==> src/design/modular_exponentiation_core_assert.svh <==
// Assertion macros shared by the modular exponentiation RTL.
// Included by files that carry concurrent checks; needs aclk and aresetn in scope.
`ifndef MODULAR_EXPONENTIATION_CORE_ASSERT_SVH
`define MODULAR_EXPONENTIATION_CORE_ASSERT_SVH

// Implication checked on every clock, idle while reset is held.
`define MEC_ASSERT_IMP(label, ante, cons, msg) \
    label: assert property (@(posedge aclk) disable iff (!aresetn) (ante) |-> (cons)) \
        else $error(msg);

// Implication checked in the cycle after the antecedent.
`define MEC_ASSERT_NEXT(label, ante, cons, msg) \
    label: assert property (@(posedge aclk) disable iff (!aresetn) (ante) |=> (cons)) \
        else $error(msg);

`endif

==> src/design/mexp_pkg.sv <==
// Shared types and constants for the modular exponentiation core.
// No dependencies.
`default_nettype none
package mexp_pkg;
    localparam int OPERAND_WIDTH = 32;
    localparam int CNT_WIDTH = $clog2(OPERAND_WIDTH + 1);
    localparam int TDATA_IN_WIDTH = 3 * OPERAND_WIDTH;
    localparam int TDATA_OUT_WIDTH = ((OPERAND_WIDTH + 1 + 7) / 8) * 8;

    typedef logic [OPERAND_WIDTH-1:0] word_t;
    typedef logic [CNT_WIDTH-1:0] cnt_t;

    typedef enum logic [3:0] {
        ST_IDLE,
        ST_RED_BASE,
        ST_FIND_MSB,
        ST_SQUARE,
        ST_MULT,
        ST_NEXT_BIT,
        ST_DONE
    } state_t;

    // Datapath operations issued by the controller
    typedef enum logic [2:0] {
        OP_NONE,
        OP_LOAD,
        OP_RED_START,
        OP_SQ_START,
        OP_MUL_START,
        OP_SCAN_SHIFT
    } op_t;

    typedef struct packed {
        op_t op;
    } cmd_t;

    typedef struct packed {
        logic mod_zero;
        logic unit_busy;
        logic expo_top;
        logic expo_zero;
        logic bits_left;
    } status_t;
endpackage
`default_nettype wire

==> src/design/modular_exponentiation_core.sv <==
// Top level of the modular exponentiation core: stream ports, controller, datapath.
// Depends on mexp_pkg, mexp_ctrl, mexp_datapath.
//
//  channel | direction | tdata (low bit up)                            | tuser
//  s_      | in        | base_value, exponent_value, modulus_value     | -
//  m_      | out       | power_result, modulus_error, zero fill        | -
//
// One item at a time; modular products come from the bit-serial multiply unit.
// A result waits in m_ until taken; s_tready stays low until then.
// Reset is synchronous, active low, and clears only the control state.
`default_nettype none
module modular_exponentiation_core (
    input  wire logic                                 aclk,
    input  wire logic                                 aresetn,
    input  wire logic                                 s_tvalid,
    output logic                                      s_tready,
    // base_value, exponent_value, modulus_value
    input  wire logic [mexp_pkg::TDATA_IN_WIDTH-1:0]  s_tdata,
    output logic                                      m_tvalid,
    input  wire logic                                 m_tready,
    // power_result, modulus_error, zero fill
    output logic [mexp_pkg::TDATA_OUT_WIDTH-1:0]      m_tdata
);
    localparam int W = mexp_pkg::OPERAND_WIDTH;

    mexp_pkg::cmd_t    cmd;
    mexp_pkg::status_t status;
    mexp_pkg::word_t   result;
    logic              start;

    assign start = s_tvalid && s_tready;

    mexp_ctrl u_ctrl (
        .aclk(aclk), .aresetn(aresetn), .start(start), .out_ready(m_tready),
        .status(status), .cmd(cmd), .in_ready(s_tready), .out_valid(m_tvalid)
    );

    mexp_datapath u_dp (
        .aclk(aclk), .aresetn(aresetn),
        .base_in(s_tdata[W-1:0]), .expo_in(s_tdata[2*W-1:W]),
        .modu_in(s_tdata[3*W-1:2*W]),
        .cmd(cmd), .status(status), .result(result)
    );

    always_comb begin
        m_tdata = '0;
        m_tdata[W-1:0] = status.mod_zero ? '0 : result;
        m_tdata[W] = status.mod_zero;
    end
endmodule
`default_nettype wire

==> src/design/mexp_datapath.sv <==
// Datapath: operand registers, bit-serial modular multiply/reduce unit, exponent scan.
// Depends on mexp_pkg.
`default_nettype none
`include "modular_exponentiation_core_assert.svh"
module mexp_datapath (
    input  wire logic              aclk,
    input  wire logic              aresetn,
    input  wire mexp_pkg::word_t   base_in,
    input  wire mexp_pkg::word_t   expo_in,
    input  wire mexp_pkg::word_t   modu_in,
    input  wire mexp_pkg::cmd_t    cmd,
    output mexp_pkg::status_t      status,
    output mexp_pkg::word_t        result
);
    localparam int W = mexp_pkg::OPERAND_WIDTH;

    mexp_pkg::word_t base_reg, base_next;
    mexp_pkg::word_t expo_reg, expo_next;
    mexp_pkg::word_t modu_reg, modu_next;
    mexp_pkg::word_t acc_reg, acc_next;
    // unit: prod = prod*2 (+x) mod m, one multiplier bit per cycle
    mexp_pkg::word_t prod_reg, prod_next;
    mexp_pkg::word_t x_reg, x_next;
    mexp_pkg::word_t y_reg, y_next;
    mexp_pkg::cnt_t  ucnt_reg, ucnt_next;
    logic            to_base_reg, to_base_next;
    mexp_pkg::cnt_t  bits_reg, bits_next;

    logic [W:0] dbl, dbl_red, add_sum, add_red;
    mexp_pkg::word_t step_val;

    always_comb begin
        dbl     = {prod_reg, 1'b0};
        dbl_red = (dbl >= {1'b0, modu_reg}) ? dbl - {1'b0, modu_reg} : dbl;
        add_sum = dbl_red + {1'b0, x_reg};
        add_red = (add_sum >= {1'b0, modu_reg}) ? add_sum - {1'b0, modu_reg} : add_sum;
        step_val = y_reg[W-1] ? add_red[W-1:0] : dbl_red[W-1:0];
    end

    always_comb begin
        base_next = base_reg;
        expo_next = expo_reg;
        modu_next = modu_reg;
        acc_next = acc_reg;
        prod_next = prod_reg;
        x_next = x_reg;
        y_next = y_reg;
        ucnt_next = ucnt_reg;
        to_base_next = to_base_reg;
        bits_next = bits_reg;
        if (ucnt_reg != '0) begin
            prod_next = step_val;
            y_next = {y_reg[W-2:0], 1'b0};
            ucnt_next = ucnt_reg - mexp_pkg::cnt_t'(1);
            if (ucnt_reg == mexp_pkg::cnt_t'(1)) begin
                if (to_base_reg) begin
                    base_next = step_val;
                end else begin
                    acc_next = step_val;
                end
            end
        end
        case (cmd.op)
            mexp_pkg::OP_LOAD: begin
                base_next = base_in;
                expo_next = expo_in;
                modu_next = modu_in;
                // 1 mod n: zero when n is one
                acc_next = (modu_in == mexp_pkg::word_t'(1)) ? '0 : mexp_pkg::word_t'(1);
                bits_next = mexp_pkg::cnt_t'(W);
            end
            mexp_pkg::OP_RED_START: begin
                // base mod n = 1 * base mod n: x = 1, base taken bitwise via y
                prod_next = '0;
                x_next = mexp_pkg::word_t'(1);
                y_next = base_reg;
                ucnt_next = mexp_pkg::cnt_t'(W);
                to_base_next = 1'b1;
            end
            mexp_pkg::OP_SQ_START: begin
                prod_next = '0;
                x_next = acc_reg;
                y_next = acc_reg;
                ucnt_next = mexp_pkg::cnt_t'(W);
                to_base_next = 1'b0;
            end
            mexp_pkg::OP_MUL_START: begin
                prod_next = '0;
                x_next = base_reg;
                y_next = acc_reg;
                ucnt_next = mexp_pkg::cnt_t'(W);
                to_base_next = 1'b0;
            end
            mexp_pkg::OP_SCAN_SHIFT: begin
                expo_next = {expo_reg[W-2:0], 1'b0};
                bits_next = bits_reg - mexp_pkg::cnt_t'(1);
            end
            default: begin
            end
        endcase
    end

    always_ff @(posedge aclk) begin
        if (!aresetn) begin
            ucnt_reg <= '0;
            bits_reg <= '0;
            to_base_reg <= 1'b0;
        end else begin
            ucnt_reg <= ucnt_next;
            bits_reg <= bits_next;
            to_base_reg <= to_base_next;
        end
        base_reg <= base_next;
        expo_reg <= expo_next;
        modu_reg <= modu_next;
        acc_reg <= acc_next;
        prod_reg <= prod_next;
        x_reg <= x_next;
        y_reg <= y_next;
    end

    always_comb begin
        status.mod_zero  = (modu_reg == '0);
        status.unit_busy = (ucnt_reg != '0);
        status.expo_top  = expo_reg[W-1];
        status.expo_zero = (expo_reg == '0);
        // more exponent bits remain below the one in the top position
        status.bits_left = (bits_reg > mexp_pkg::cnt_t'(1));
    end
    assign result = acc_reg;

    `MEC_ASSERT_IMP(a_prod_below_mod, (ucnt_reg != '0) && (modu_reg != '0), prod_reg < modu_reg, "partial product not reduced")
    `MEC_ASSERT_NEXT(a_start_idle_unit, cmd.op == mexp_pkg::OP_SQ_START, ucnt_reg == mexp_pkg::cnt_t'(W), "multiply start lost")
    `MEC_ASSERT_IMP(a_no_scan_while_busy, cmd.op == mexp_pkg::OP_SCAN_SHIFT, ucnt_reg == '0, "scan during multiply")
endmodule
`default_nettype wire

==> src/design/mexp_ctrl.sv <==
// Controller: sequences reduce, square and multiply steps over the exponent bits.
// Depends on mexp_pkg.
`default_nettype none
`include "modular_exponentiation_core_assert.svh"
module mexp_ctrl (
    input  wire logic              aclk,
    input  wire logic              aresetn,
    input  wire logic              start,
    input  wire logic              out_ready,
    input  wire mexp_pkg::status_t status,
    output mexp_pkg::cmd_t         cmd,
    output logic                   in_ready,
    output logic                   out_valid
);
    mexp_pkg::state_t state_reg, state_next;

    always_ff @(posedge aclk) begin
        if (!aresetn) begin
            state_reg <= mexp_pkg::ST_IDLE;
        end else begin
            state_reg <= state_next;
        end
    end

    always_comb begin
        state_next = state_reg;
        case (state_reg)
            mexp_pkg::ST_IDLE: begin
                if (start) state_next = mexp_pkg::ST_RED_BASE;
            end
            mexp_pkg::ST_RED_BASE: begin
                if (status.mod_zero) state_next = mexp_pkg::ST_DONE;
                else state_next = mexp_pkg::ST_FIND_MSB;
            end
            mexp_pkg::ST_FIND_MSB: begin
                // wait out base reduction, then drop leading zero bits
                if (!status.unit_busy) begin
                    if (status.expo_zero) state_next = mexp_pkg::ST_DONE;
                    else if (status.expo_top) state_next = mexp_pkg::ST_SQUARE;
                end
            end
            mexp_pkg::ST_SQUARE: state_next = mexp_pkg::ST_MULT;
            mexp_pkg::ST_MULT: begin
                if (!status.unit_busy) state_next = mexp_pkg::ST_NEXT_BIT;
            end
            mexp_pkg::ST_NEXT_BIT: begin
                if (!status.unit_busy) begin
                    if (status.bits_left) state_next = mexp_pkg::ST_SQUARE;
                    else state_next = mexp_pkg::ST_DONE;
                end
            end
            mexp_pkg::ST_DONE: begin
                if (out_ready) state_next = mexp_pkg::ST_IDLE;
            end
            default: state_next = mexp_pkg::ST_IDLE;
        endcase
    end

    always_comb begin
        cmd.op = mexp_pkg::OP_NONE;
        in_ready = 1'b0;
        out_valid = 1'b0;
        case (state_reg)
            mexp_pkg::ST_IDLE: begin
                in_ready = 1'b1;
                if (start) cmd.op = mexp_pkg::OP_LOAD;
            end
            mexp_pkg::ST_RED_BASE: begin
                if (!status.mod_zero) cmd.op = mexp_pkg::OP_RED_START;
            end
            mexp_pkg::ST_FIND_MSB: begin
                if (!status.unit_busy && !status.expo_zero && !status.expo_top)
                    cmd.op = mexp_pkg::OP_SCAN_SHIFT;
            end
            mexp_pkg::ST_SQUARE: cmd.op = mexp_pkg::OP_SQ_START;
            mexp_pkg::ST_MULT: begin
                if (!status.unit_busy && status.expo_top) cmd.op = mexp_pkg::OP_MUL_START;
            end
            mexp_pkg::ST_NEXT_BIT: begin
                if (!status.unit_busy) cmd.op = mexp_pkg::OP_SCAN_SHIFT;
            end
            mexp_pkg::ST_DONE: out_valid = 1'b1;
            default: begin
            end
        endcase
    end

    `MEC_ASSERT_IMP(a_ready_only_idle, in_ready, !out_valid, "ready while holding result")
    `MEC_ASSERT_NEXT(a_done_holds, out_valid && !out_ready, out_valid, "result dropped")
    `MEC_ASSERT_IMP(a_square_unit_free, state_reg == mexp_pkg::ST_SQUARE, !status.unit_busy, "square while busy")
endmodule
`default_nettype wire

==> config.mk <==
export PLATFORM = sky130hd
export DESIGN_NAME = modular_exponentiation_core
export DESIGN_NICKNAME = d
export VERILOG_FILES = /design/src/design/mexp_pkg.sv /design/src/design/modular_exponentiation_core.sv /design/src/design/mexp_datapath.sv /design/src/design/mexp_ctrl.sv
export VERILOG_INCLUDE_DIRS = /design/src /design/src/design
export SDC_FILE = /design/constraint.sdc
export NUM_CORES = 1
export LEC_CHECK = 0
export CAP_MARGIN = 10
export CORE_ASPECT_RATIO = 1.1
export CORE_MARGIN = 2
export CORE_UTILIZATION = 30
export CTS_BUF_LIST = sky130_fd_sc_hd__clkbuf_4 sky130_fd_sc_hd__clkbuf_8 sky130_fd_sc_hd__clkbuf_16
export DETAILED_ROUTE_END_ITERATION = 10
export DONT_BUFFER_PORTS = 1
export PLACE_DENSITY = 0.56
export SYNTH_ARGS = -nofsm -noshare
export SYNTH_HDL_FRONTEND = slang
export SYNTH_SLANG_ARGS = --single-unit
==> constraint.sdc <==
create_clock -name aclk -period 8.3 [get_ports aclk]
set_input_delay 0.83 -clock aclk [delete_from_list [all_inputs] [get_ports aclk]]
set_output_delay 0.83 -clock aclk [all_outputs]
set_load 0.03 [all_outputs]
-- Word-level counts from Yosys, hierarchy flattened
Index checks and enable logic that the tools add are counted.
- add/sub/neg operators: 5
- multipliers: 0
- div/mod/pow operators: 0
- magnitude comparators: 3
- equal/unequal tests: 20
- shift-type cells: 0
- mux-type cells: 39
- bitwise logic cells: 1
- reductions and logical operators: 25
- operator list (operator ; number):
    32-bit two-way mux ; 12
    32-bit case mux with 2 select lines ; 2
    32-bit case mux with 3 select lines ; 1
    33-bit by 32-bit greater-or-equal comparator with 1-bit output ; 2
    32-bit logical NOT ; 2
    33-bit by 32-bit adder with 33-bit output ; 1
    33-bit two-way mux ; 1
    33-bit by 32-bit subtractor with 33-bit output ; 1
    32-bit by 1-bit equality test with 1-bit output, second input constant ; 1
    32-bit subtractor ; 1
    4-bit two-way mux ; 7
    4-bit case mux with 7 select lines ; 1
    3-bit case mux with 6 select lines ; 1
    3-bit two-way mux ; 5
    4-bit by 3-bit equality test with 1-bit output, second input constant ; 3
    6-bit two-way mux ; 2
    2-bit != test, second input constant ; 6
    6-bit case mux with 2 select lines ; 1
    2-bit nonzero test ; 6
    6-bit by 1-bit subtractor with 6-bit output, second input constant ; 2
    4-bit by 2-bit equality test with 1-bit output, second input constant ; 2
    3-bit by 2-bit equality test with 1-bit output, second input constant ; 2
    3-bit equality test, second input constant ; 2
    6-bit by 1-bit equality test with 1-bit output, second input constant ; 1
    18 further kinds ; 28
- bits in registers: 241
- latch bits: 0
- memory bits (writable): 0
- memory bits (read-only): 0
- bits of input ports: 100
- output and inout bits: 42
- memories: 0

-- Longest topological paths before layout
Gate-level depths: netlist (run 1).
- depth after elaboration: 10
- mapped depth: 38
- depth with buffers taken out: 32

-- By module
Synthesis (run 1) repeated with hierarchy kept, for this count alone.
- cells, all modules: 1687
- area total of the unflattened synthesis: 16178.0 um2
- modules (own cells, without submodules) (module ; instances ; cells each ; area an instance (um2) ; sequential area each (um2)):
    mexp_datapath ; 1 ; 1597 ; 15553.7 ; 6666.4
    mexp_ctrl ; 1 ; 46 ; 339.1 ; 60.1
    modular_exponentiation_core ; 1 ; 44 ; 285.3 ; 0.0

-- Worst setup path after synthesis (run 1)
Ideal clock, no wire load.
- kind: register to register
- start point: register u_dp.modu_reg[1]
- end point: register u_dp.base_reg[25], data pin
- setup time: 0.269 ns
- arrival time: 6.997 ns
- required time: 8.031 ns
- path slack: 1.034 ns
- stages on the path, launching flop included: 35
- clock period less this slack: 7.266 ns
- cells stage by stage: edfxtp_1 -> inv_1 -> ha_1 -> nor2b_1 -> o31a_1 -> or4_1 -> nand3_1 -> a211oi_1 -> or2_1 -> buf_2 -> buf_4 -> buf_2 -> a21oi_1 -> ha_1 -> a21o_1 -> a211o_1 -> o2111ai_1 -> a21oi_1 -> a211oi_1 -> o21bai_1 -> a21oi_1 -> xnor2_1 -> inv_1 -> ha_1 -> and4_1 -> a211oi_1 -> o21ai_1 -> a2111oi_0 -> a21oi_1 -> a21oi_2 -> o211a_2 -> buf_4 -> nor3_2 -> a211oi_2 -> o31ai_1
- cells in the longest elaborated chain, start to end: 10
- elaborated cells on any way between the ends: 16
- those cells by class: 3 x add/sub; 2 x order compare; 1 x eq/ne; 9 x mux; 1 x reduce/logical
- RTL lines (element ; line ; text):
    start, declared ; mexp_datapath.sv:19 ; mexp_pkg::word_t modu_reg, modu_next;
    start signal, assigned ; mexp_datapath.sv:115 ; modu_reg <= modu_next;
    33-bit by 32-bit subtractor with 33-bit output or 33-bit by 32-bit greater-or-equal comparator with 1-bit output (tied branches) ; mexp_datapath.sv:34 ; dbl_red = (dbl >= {1'b0, modu_reg}) ? dbl - {1'b0, modu_reg} : dbl;
    33-bit two-way mux ; mexp_datapath.sv:34 ;
    33-bit by 32-bit adder with 33-bit output ; mexp_datapath.sv:35 ; add_sum = dbl_red + {1'b0, x_reg};
    32-bit subtractor or 33-bit by 32-bit greater-or-equal comparator with 1-bit output (tied branches) ; mexp_datapath.sv:36 ; add_red = (add_sum >= {1'b0, modu_reg}) ? add_sum - {1'b0, modu_reg} : add_sum;
    32-bit two-way mux ; mexp_datapath.sv:36 ;
    32-bit two-way mux ; mexp_datapath.sv:37 ; step_val = y_reg[W-1] ? add_red[W-1:0] : dbl_red[W-1:0];
    32-bit two-way mux ; mexp_datapath.sv:56 ; if (to_base_reg) begin
    32-bit two-way mux ; mexp_datapath.sv:55 ; if (ucnt_reg == mexp_pkg::cnt_t'(1)) begin
    32-bit two-way mux ; mexp_datapath.sv:51 ; if (ucnt_reg != '0) begin
    32-bit two-way mux * ; mexp_datapath.sv:63 ; case (cmd.op)
    via u_dp.base_next[25] ; mexp_datapath.sv:17 ; mexp_pkg::word_t base_reg, base_next;
    end signal, assigned ; mexp_datapath.sv:113 ; base_reg <= base_next;
    end, declared ; mexp_datapath.sv:17 ;
Mark *: on every way through the listed nets, which the timed path passes. The rest lies on a longest branch. The select of a mux whose other input is x is not followed.
A chain may end at the register's enable or synchronous reset.

-- Worst setup path after layout (run 1)
- start point: register u_dp.modu_reg[1]
- end point: register u_dp.base_reg[16], data pin
Same word-level chain as after synthesis.

==> results.md, run 1 <==
- The run finished with clean final reports.
- The worst setup path is launched from a register.
- The required time of the critical path is 8620 ps.
- Summed over all nets, the half-perimeter wirelength after detailed placement is 46.46 mm.
- The number of CTS-inserted buffers is 29.
- The maximum clock rate is 124.9 MHz.
- The register-to-register path setup slack is 290 ps.
- The area growth from synthesis to final layout is 16.25%.
- The library cell contributing the largest single delay on the critical path is sky130_fd_sc_hd__or4_4.
- The cell accounting for the most synthesized area is sky130_fd_sc_hd__edfxtp_1.
- The summed instance area of the synthesized netlist is 0.01649 mm².
- In the routed layout, each cell is associated on average with a via count of 5.649.
- For the final routed database, the setup TNS stands at 0 ps.
- From left edge to right edge, the die measures about 230 µm.
- The number of vias in the routed layout is 14370.
- For this run, the register share of the synthesized area comes to 40.79%.
- The number of violations of the max-capacitance limit is 0.
- The routed wirelength normalized by instance count is 23.69 µm.
- Synthesis inferred 240 register bits.
- Clock tree synthesis found a total of 240 sinks.
- The final layout contains routed wiring with a total length of 60.28 mm.
- The critical path contains buffers and inverters numbering 5 combined.
- The average instance in the mapped netlist occupies 9.627 µm².
- In the routed design, unresolved DRC markers number 0.
- The setup slack of the critical path after layout is about 290 ps.
- The count of pins over their slew limit is 0.
- The first global-routing pass estimated roughly 90 mm of wire.
- The arrival time at the worst endpoint is 8330 ps.
- The number of enable flip-flop cells after synthesis is 192.
- The number of iterations in the first detailed-routing pass is 9.
- At the pin with the least slew margin, the transition time is 1158 ps.
- In this run the worst path has a maximum fanout of 20.
- The initial antenna violation count is 1.
- The synthesized design devotes to its leading area cell type between 30% and 40% of total area.
- The number of buffers on the longest clock path is 3.
- Yosys printed 0 warnings.
- Synthesis produced a netlist whose cell count is 1713.
- The clock tree from TritonCTS is built.
- The share of final-layout standard cells stronger than drive strength 1 is 15.65%.
- OpenSTA, run right after detailed placement, puts the worst setup slack at roughly 160 ps.
- The chip height is ~250 µm.
- The part of the cycle the worst path needs is 96.47%.
- The number of primary I/O pins is approximately 140.
- Global routing consumed, over all layers together, about a fifth of the routing resources.
- The clock tree root buffer cell is sky130_fd_sc_hd__clkbuf_16.
- The final critical-path required period is 8007 ps.
- The maximum clock skew at final layout is 14.73 ps.
- The setup path with the least slack is of type register to register.
- The top cell family by delay on the critical path is compound AO/OA/AOI/OAI gates.
- The hold violation count in the final report is 0.
- The number of endpoints failing setup at the final stage is 0.
- The min-delay analysis places its worst path in the category input port to register.
- At the end of routability-driven placement, the weighted congestion stood at 0.9249.
- Setup repair after global routing left no endpoint under its margin.
- The clock-pin slew on the worst setup and hold paths is 60 ps.
- The primary flip-flop cell chosen by synthesis mapping is sky130_fd_sc_hd__edfxtp_1.
- The capturing element type of the critical path is a register.
- In this run the number of H-tree levels came out at 1.
- By area the synthesized netlist is led by sky130_fd_sc_hd__edfxtp_1, sky130_fd_sc_hd__ha_1, sky130_fd_sc_hd__dfxtp_1.
- The initial core utilization is 30.19%.
- Buffers placed on the I/O ports in this run total 0.
- The maximum number of pins on one net before global-route repair is 52.
- Counting the fill cells in the layout gives 5518.
- On the worst path, the slowest cell contributes a delay of roughly 470 ps.
- The async set or reset register ratio after synthesis is 0%.
- The final layout contains roughly 2000 nets.
- The number of library cell types mapped by synthesis is 87.
- The global-route congestion overflow total is 0.
- The worst slew slack as a fraction of its limit is 22.61%.
- The core box area is 0.05461 mm².
- The count of routing violations after the opening detailed-route iteration is 1128.
- The count of nets left with antenna violations once routing finished came out at 0.
- The die covers roughly 0.057 mm².
- The floorplan has 90 rows.
- The number of global-route vias before repair is 14444.
- The number of antenna diodes in the final layout is 0.
- The later pin in the worst-skew pair is clocked with a latency of 570 ps.
metrics by stage:
| stage | util [%] | std cells | cell area (µm²) | hold WS, ps |
|---|---|---|---|---|
| 2_1_floorplan | - | 1719 | 16510 | 454.3 |
| 5_1_grt | 35.10 | 2544 | 19170 | 341.1 |
| 6_report | 35.10 | 2544 | 19170 | 358.0 |
| 4_1_cts | 34.94 | 2543 | 19080 | 335.1 |
| 3_3_place_gp | 33.02 | 2490 | 18040 | 466.9 |
| 3_5_place_dp | 33.02 | 2490 | 18040 | 482.7 |
routing by layer:
metal  part of all wire (%)  global-route usage, %  up-vias  wire (µm)
li1                       -                      -     6717          -
met1                     39                  23.68     7008      23350
met2                     50                  37.30      493      30380
met3                    4.8                  2.743      150       2879
met4                    6.1                  10.77        2       3652
met5                  0.022                      0        -         13
cells in the final DEF (no fill, tap or decap), types with 13 or more instances in the layout:
master                        n
sky130_fd_sc_hd__nor4_1      30
sky130_fd_sc_hd__edfxtp_1   192
sky130_fd_sc_hd__o21a_1      15
sky130_fd_sc_hd__a22o_1      32
sky130_fd_sc_hd__nor2b_1     42
sky130_fd_sc_hd__buf_4      119
sky130_fd_sc_hd__o31ai_1     20
sky130_fd_sc_hd__a311oi_1    17
sky130_fd_sc_hd__o21bai_1    13
sky130_fd_sc_hd__xor2_1      33
sky130_fd_sc_hd__a21oi_1    127
sky130_fd_sc_hd__and3_1      14
sky130_fd_sc_hd__nor3_1      33
sky130_fd_sc_hd__ha_1        99
sky130_fd_sc_hd__o21ai_0     84
sky130_fd_sc_hd__o21ai_1     22
sky130_fd_sc_hd__nand4_1     24
sky130_fd_sc_hd__a31oi_1     23
sky130_fd_sc_hd__inv_1      109
sky130_fd_sc_hd__a222oi_1    31
sky130_fd_sc_hd__a21o_1      43
sky130_fd_sc_hd__a211oi_1    23
sky130_fd_sc_hd__mux2_2      45
sky130_fd_sc_hd__nand3_1     46
sky130_fd_sc_hd__nor2_1     100
sky130_fd_sc_hd__o22ai_1     16
sky130_fd_sc_hd__clkbuf_16   29
sky130_fd_sc_hd__nand2_1    103
sky130_fd_sc_hd__dfxtp_1     48
sky130_fd_sc_hd__xnor2_1     49
sky130_fd_sc_hd__o211ai_1    15
final timing paths:
check              startpoint                 to  cells after the start
max          u_dp.modu_reg[1]  u_dp.base_reg[16]                     34
min               s_tdata[79]  u_dp.modu_reg[15]                      0
min reg2reg  u_dp.to_base_reg   u_dp.to_base_reg                      2
max reg2reg  u_dp.modu_reg[1]  u_dp.base_reg[16]                     34
cells in the mapped netlist, drive strengths merged, types with 10 or more instances:
library cell / n
a211o: 11
nand3: 46
o211ai: 16
or3: 11
a21o: 43
a222oi: 31
nor4: 33
clkbuf: 61
a211oi: 34
o31ai: 21
nor2: 102
ha: 101
xnor2: 49
o21ai: 106
edfxtp: 192
buf: 26
nand4: 24
and3: 14
xor2: 33
o22ai: 16
inv: 111
nor3: 40
nand2b: 10
dfxtp: 48
nor2b: 44
a311oi: 18
o21a: 15
nand2: 104
a21oi: 133
mux2: 45
a31oi: 25
or2: 12
a22o: 32
o21bai: 13
and2: 12
repair_timing:
action,in CTS,in global routing
endpoints found under the setup margin,0,89
gates resized for setup,0,19
hold buffers,0,0
setup buffers,0,1
logic make-up (layout without fill, tap and decap cells):
group                      after synthesis  after routing  synth area share, %
other                                    1              7              0.02274
DFF                                    240            240                40.79
xor gates and xnor gates                82             82                4.355
AOI/OAI and AO/OA                      563            563                23.69
and+or+nand+nor                        472            472                14.64
adders and majority gates              104            104                8.027
buffers and inverters                  200            289                5.045
muxes                                   51             51                3.437
final cells by class:
class	count	area (µm²)	area share, %
clock buffers	37	804.5	4.197
repair buffers	123	973.4	5.078
clock inverters	16	242.7	1.266
inverters	113	425.4	2.219
multi-input cells	1279	9077	47.35
well taps	736	920.9	4.804
flip-flops and latches	240	6726	35.09
Power of run 1 is not shown: default switching activity piles up to over one toggle a cycle in this logic, so the estimate is an artifact.
==> inputs of run 2 (changes only) <==
- REMOVE_ABC_BUFFERS: not set -> 1
- SETUP_SLACK_MARGIN: not set -> 0.15
==> run 2 against run 1 <==
Compared with the run above: first-iteration DRC count up 21%; sequential share of layout area decreased by 0.93 points; critical path depth is 2 higher; wire length up 1.6%; cell count is 1.5% higher; die area is the same; count of clock-buffer cells in the layout increased by 5.
==> results.md, run 2 (synthesized netlist as in run 1, its figures left out) <==
- The number of violations of the max-capacitance limit was 0 (unchanged).
- The number of buffers and inverters on the critical path is 8 (+3).
- The transition time of the tightest slew-check pin is 1147 ps (-10.97 ps).
- The critical path start-end classification is register to register.
- The number of vias in the routed layout came to 14413 (+0.30%).
- The number of buffers on the longest clock path is 3 (unchanged).
- The first-pass GRT wire length was 89.76 mm (+0.81%).
- The number of remaining DRC errors came to 0 (unchanged).
- The global-route usage over all layers is 20.94% (+0.21 points).
- Setup repair after global routing left no endpoint under its margin.
- In the layout the commonest cells are sky130_fd_sc_hd__edfxtp_1, sky130_fd_sc_hd__buf_4, sky130_fd_sc_hd__a21oi_1.
- The total wire length was 61.25 mm (+1.6%).
- The cell row count was 90 (unchanged).
- The core box area is 0.05461 mm² (unchanged).
- The arrival time at the worst endpoint is 8170 ps (-160 ps).
- The worst setup slack before clock tree synthesis is -541.2 ps (-705.9 ps).
- Among all stages on the critical path, the largest delay is contributed by sky130_fd_sc_hd__edfxtp_1.
- The kind of launch point of the worst setup path is a register.
- The number of CTS-inserted buffers is 29 (unchanged).
- The maximum clock skew at final layout was 17.14 ps (+2.412 ps).
- Relative to the synthesized area, the layout overhead comes to 19.40%.
- TritonCTS built the clock tree.
- The count of pins over their slew limit was 0 (unchanged).
- The required time of the critical path is 8610 ps (about the same).
- The via density per instance came to 5.580 (-1.2%).
- The highest cell delay on the worst timing path was 410 ps (-60 ps).
- The source-to-sink clock delay at the later pin of the worst-skew pair is 580 ps (about the same).
- The initial core utilization is 30.19% (unchanged).
- The tightest min-delay check is of the input port to register type.
- The setup slack of the critical path after layout came to 436.9 ps (+143.5 ps).
- The worst-path maximum fanout is 10 (-50%).
- The leading cell type in the layout, fill and taps excluded is sky130_fd_sc_hd__edfxtp_1.
- The final critical-path required period is 7863 ps (-143.5 ps).
- The share of final-layout standard cells stronger than drive strength 1 came to 18.73% (+3.1 points).
- The flow ran to the end, and the final reports show no timing, DRC or antenna violations.
- The number of endpoints failing setup at the final stage is 0 (unchanged).
- The total clock sinks is 240 (unchanged).
- The maximum level of the CTS H-tree is 1 (unchanged).
- The part of the cycle the worst path needs came to 94.74% (-1.7 points).
- The hold-fix buffer count after cts came to 0 (unchanged).
- The number of nets in the finished design is 2029 (+2.0%).
- The routed wirelength normalized by instance count is 23.71 µm (about the same).
- The maximum number of pins on one net before global-route repair was 51 (-1.9%).
- The worst slew slack as a fraction of its limit is 22.92% (+0.32 points).
- STA classifies the critical path endpoint as a register.
- The chip height is 249.9 µm (unchanged).
- The routability-driven placement congestion ratio is 0.9653 (+4.4%).
- The final antenna diode count is 0 (unchanged).
- The tree is rooted in a sky130_fd_sc_hd__clkbuf_16.
- The hold violation count in the final report came to 0 (unchanged).
- The initial antenna violation count is 0 (-1).
- The worst hold slack across all endpoints came to 343.0 ps (-15.00 ps).
- The cell family contributing the most delay on the critical path is compound AO/OA/AOI/OAI gates.
- The total of fill cells in the finished design is 5537 (+0.34%).
- The estimated wirelength of the detail-placed design is 46.05 mm (-0.89%).
- The count of routing violations after the opening detailed-route iteration is 1362 (+21%).
- The maximum clock rate was 127.2 MHz (+1.8%).
- The number of global-route vias before repair was 14462 (+0.12%).
- The number of iterations in the first detailed-routing pass is 6 (-3).
- The global-route congestion overflow total was 0 (unchanged).
- The post-route antenna net violation count came to 0 (unchanged).
- The clock-pin slew on the worst setup and hold paths is 70 ps (about the same).
- The number of primary I/O pins is 142 (unchanged).
- The floorplan die width is 227.5 µm (unchanged).
- The floorplan die area is 0.05686 mm² (unchanged).
- The number of port buffers is 0 (unchanged).
run 2: cell types whose count changed in the layout (fill, tap and decap cells not counted), moves of 3 or more:
cell                        previous run  this run
sky130_fd_sc_hd__a211oi_4              4         8
sky130_fd_sc_hd__a211oi_1             23        20
sky130_fd_sc_hd__clkbuf_8              3         6
sky130_fd_sc_hd__o21ai_2               0         3
sky130_fd_sc_hd__nand3_1              46        43
sky130_fd_sc_hd__buf_4               119       151
sky130_fd_sc_hd__o31ai_1              20        17
sky130_fd_sc_hd__bufinv_16             6         3
sky130_fd_sc_hd__o31ai_2               1         4
sky130_fd_sc_hd__buf_12                4         7
run 2: cell type report:
cell class	instances	area, µm²	area share, %
multi-input combinational	1279	9269	47.07
sequential	240	6726	34.16
timing repair buffer	162	1349	6.850
tap	736	920.9	4.677
clock buffer	42	860.8	4.372
inverter	113	426.7	2.167
clock inverter	11	137.6	0.6990
run 2: worst reg2reg max path, delay by kind of cell (launching register included):
family,cells,cell delay [ps]
AO/OA/AOI/OAI,16,3100
XOR/XNOR,1,180
adder cells (fa/ha/maj),3,1040
buffers and inverters,8,1240
flip-flops,1,410
multiplexers,1,390
AND/OR/NAND/NOR,7,1250
run 2: worst paths after layout:
path                                        start                end  slack [ps]  cells after the start
worst max-delay path            u_dp.modu_reg[10]  u_dp.base_reg[22]         440                     36
worst min-delay path                  s_tdata[72]   u_dp.modu_reg[8]         340                      0
worst max register to register  u_dp.modu_reg[10]  u_dp.base_reg[22]         440                     36
worst min register to register   u_dp.to_base_reg   u_dp.to_base_reg         490                      2
run 2: stage by stage:
stage / instance area, µm² / setup TNS (ps) / cells / util (%)
floorplan: 16110 / 0 / 1632 / -
global placement: 18320 / -34780 / 2522 / 33.54
detailed placement: 18320 / -37120 / 2522 / 33.54
CTS: 19420 / 0 / 2578 / 35.56
global route: 19690 / 0 / 2583 / 36.05
finish: 19690 / 0 / 2583 / 36.05
run 2: per-layer routing:
metal	up-vias	part of all wire, %	GRT usage, %
met5	-	0	0
met1	7065	43	27.58
met2	514	48	35.15
met3	86	7.0	3.638
li1	6748	-	-
met4	0	2.6	5.677
run 2: timing repair:
item	in CTS	in global routing
cloned	0	1
setup buffers	3	3
resized for setup	18	38
endpoints found under the setup margin	96	96
pin swaps	5	10
Power of run 2 is left out for the same reason.
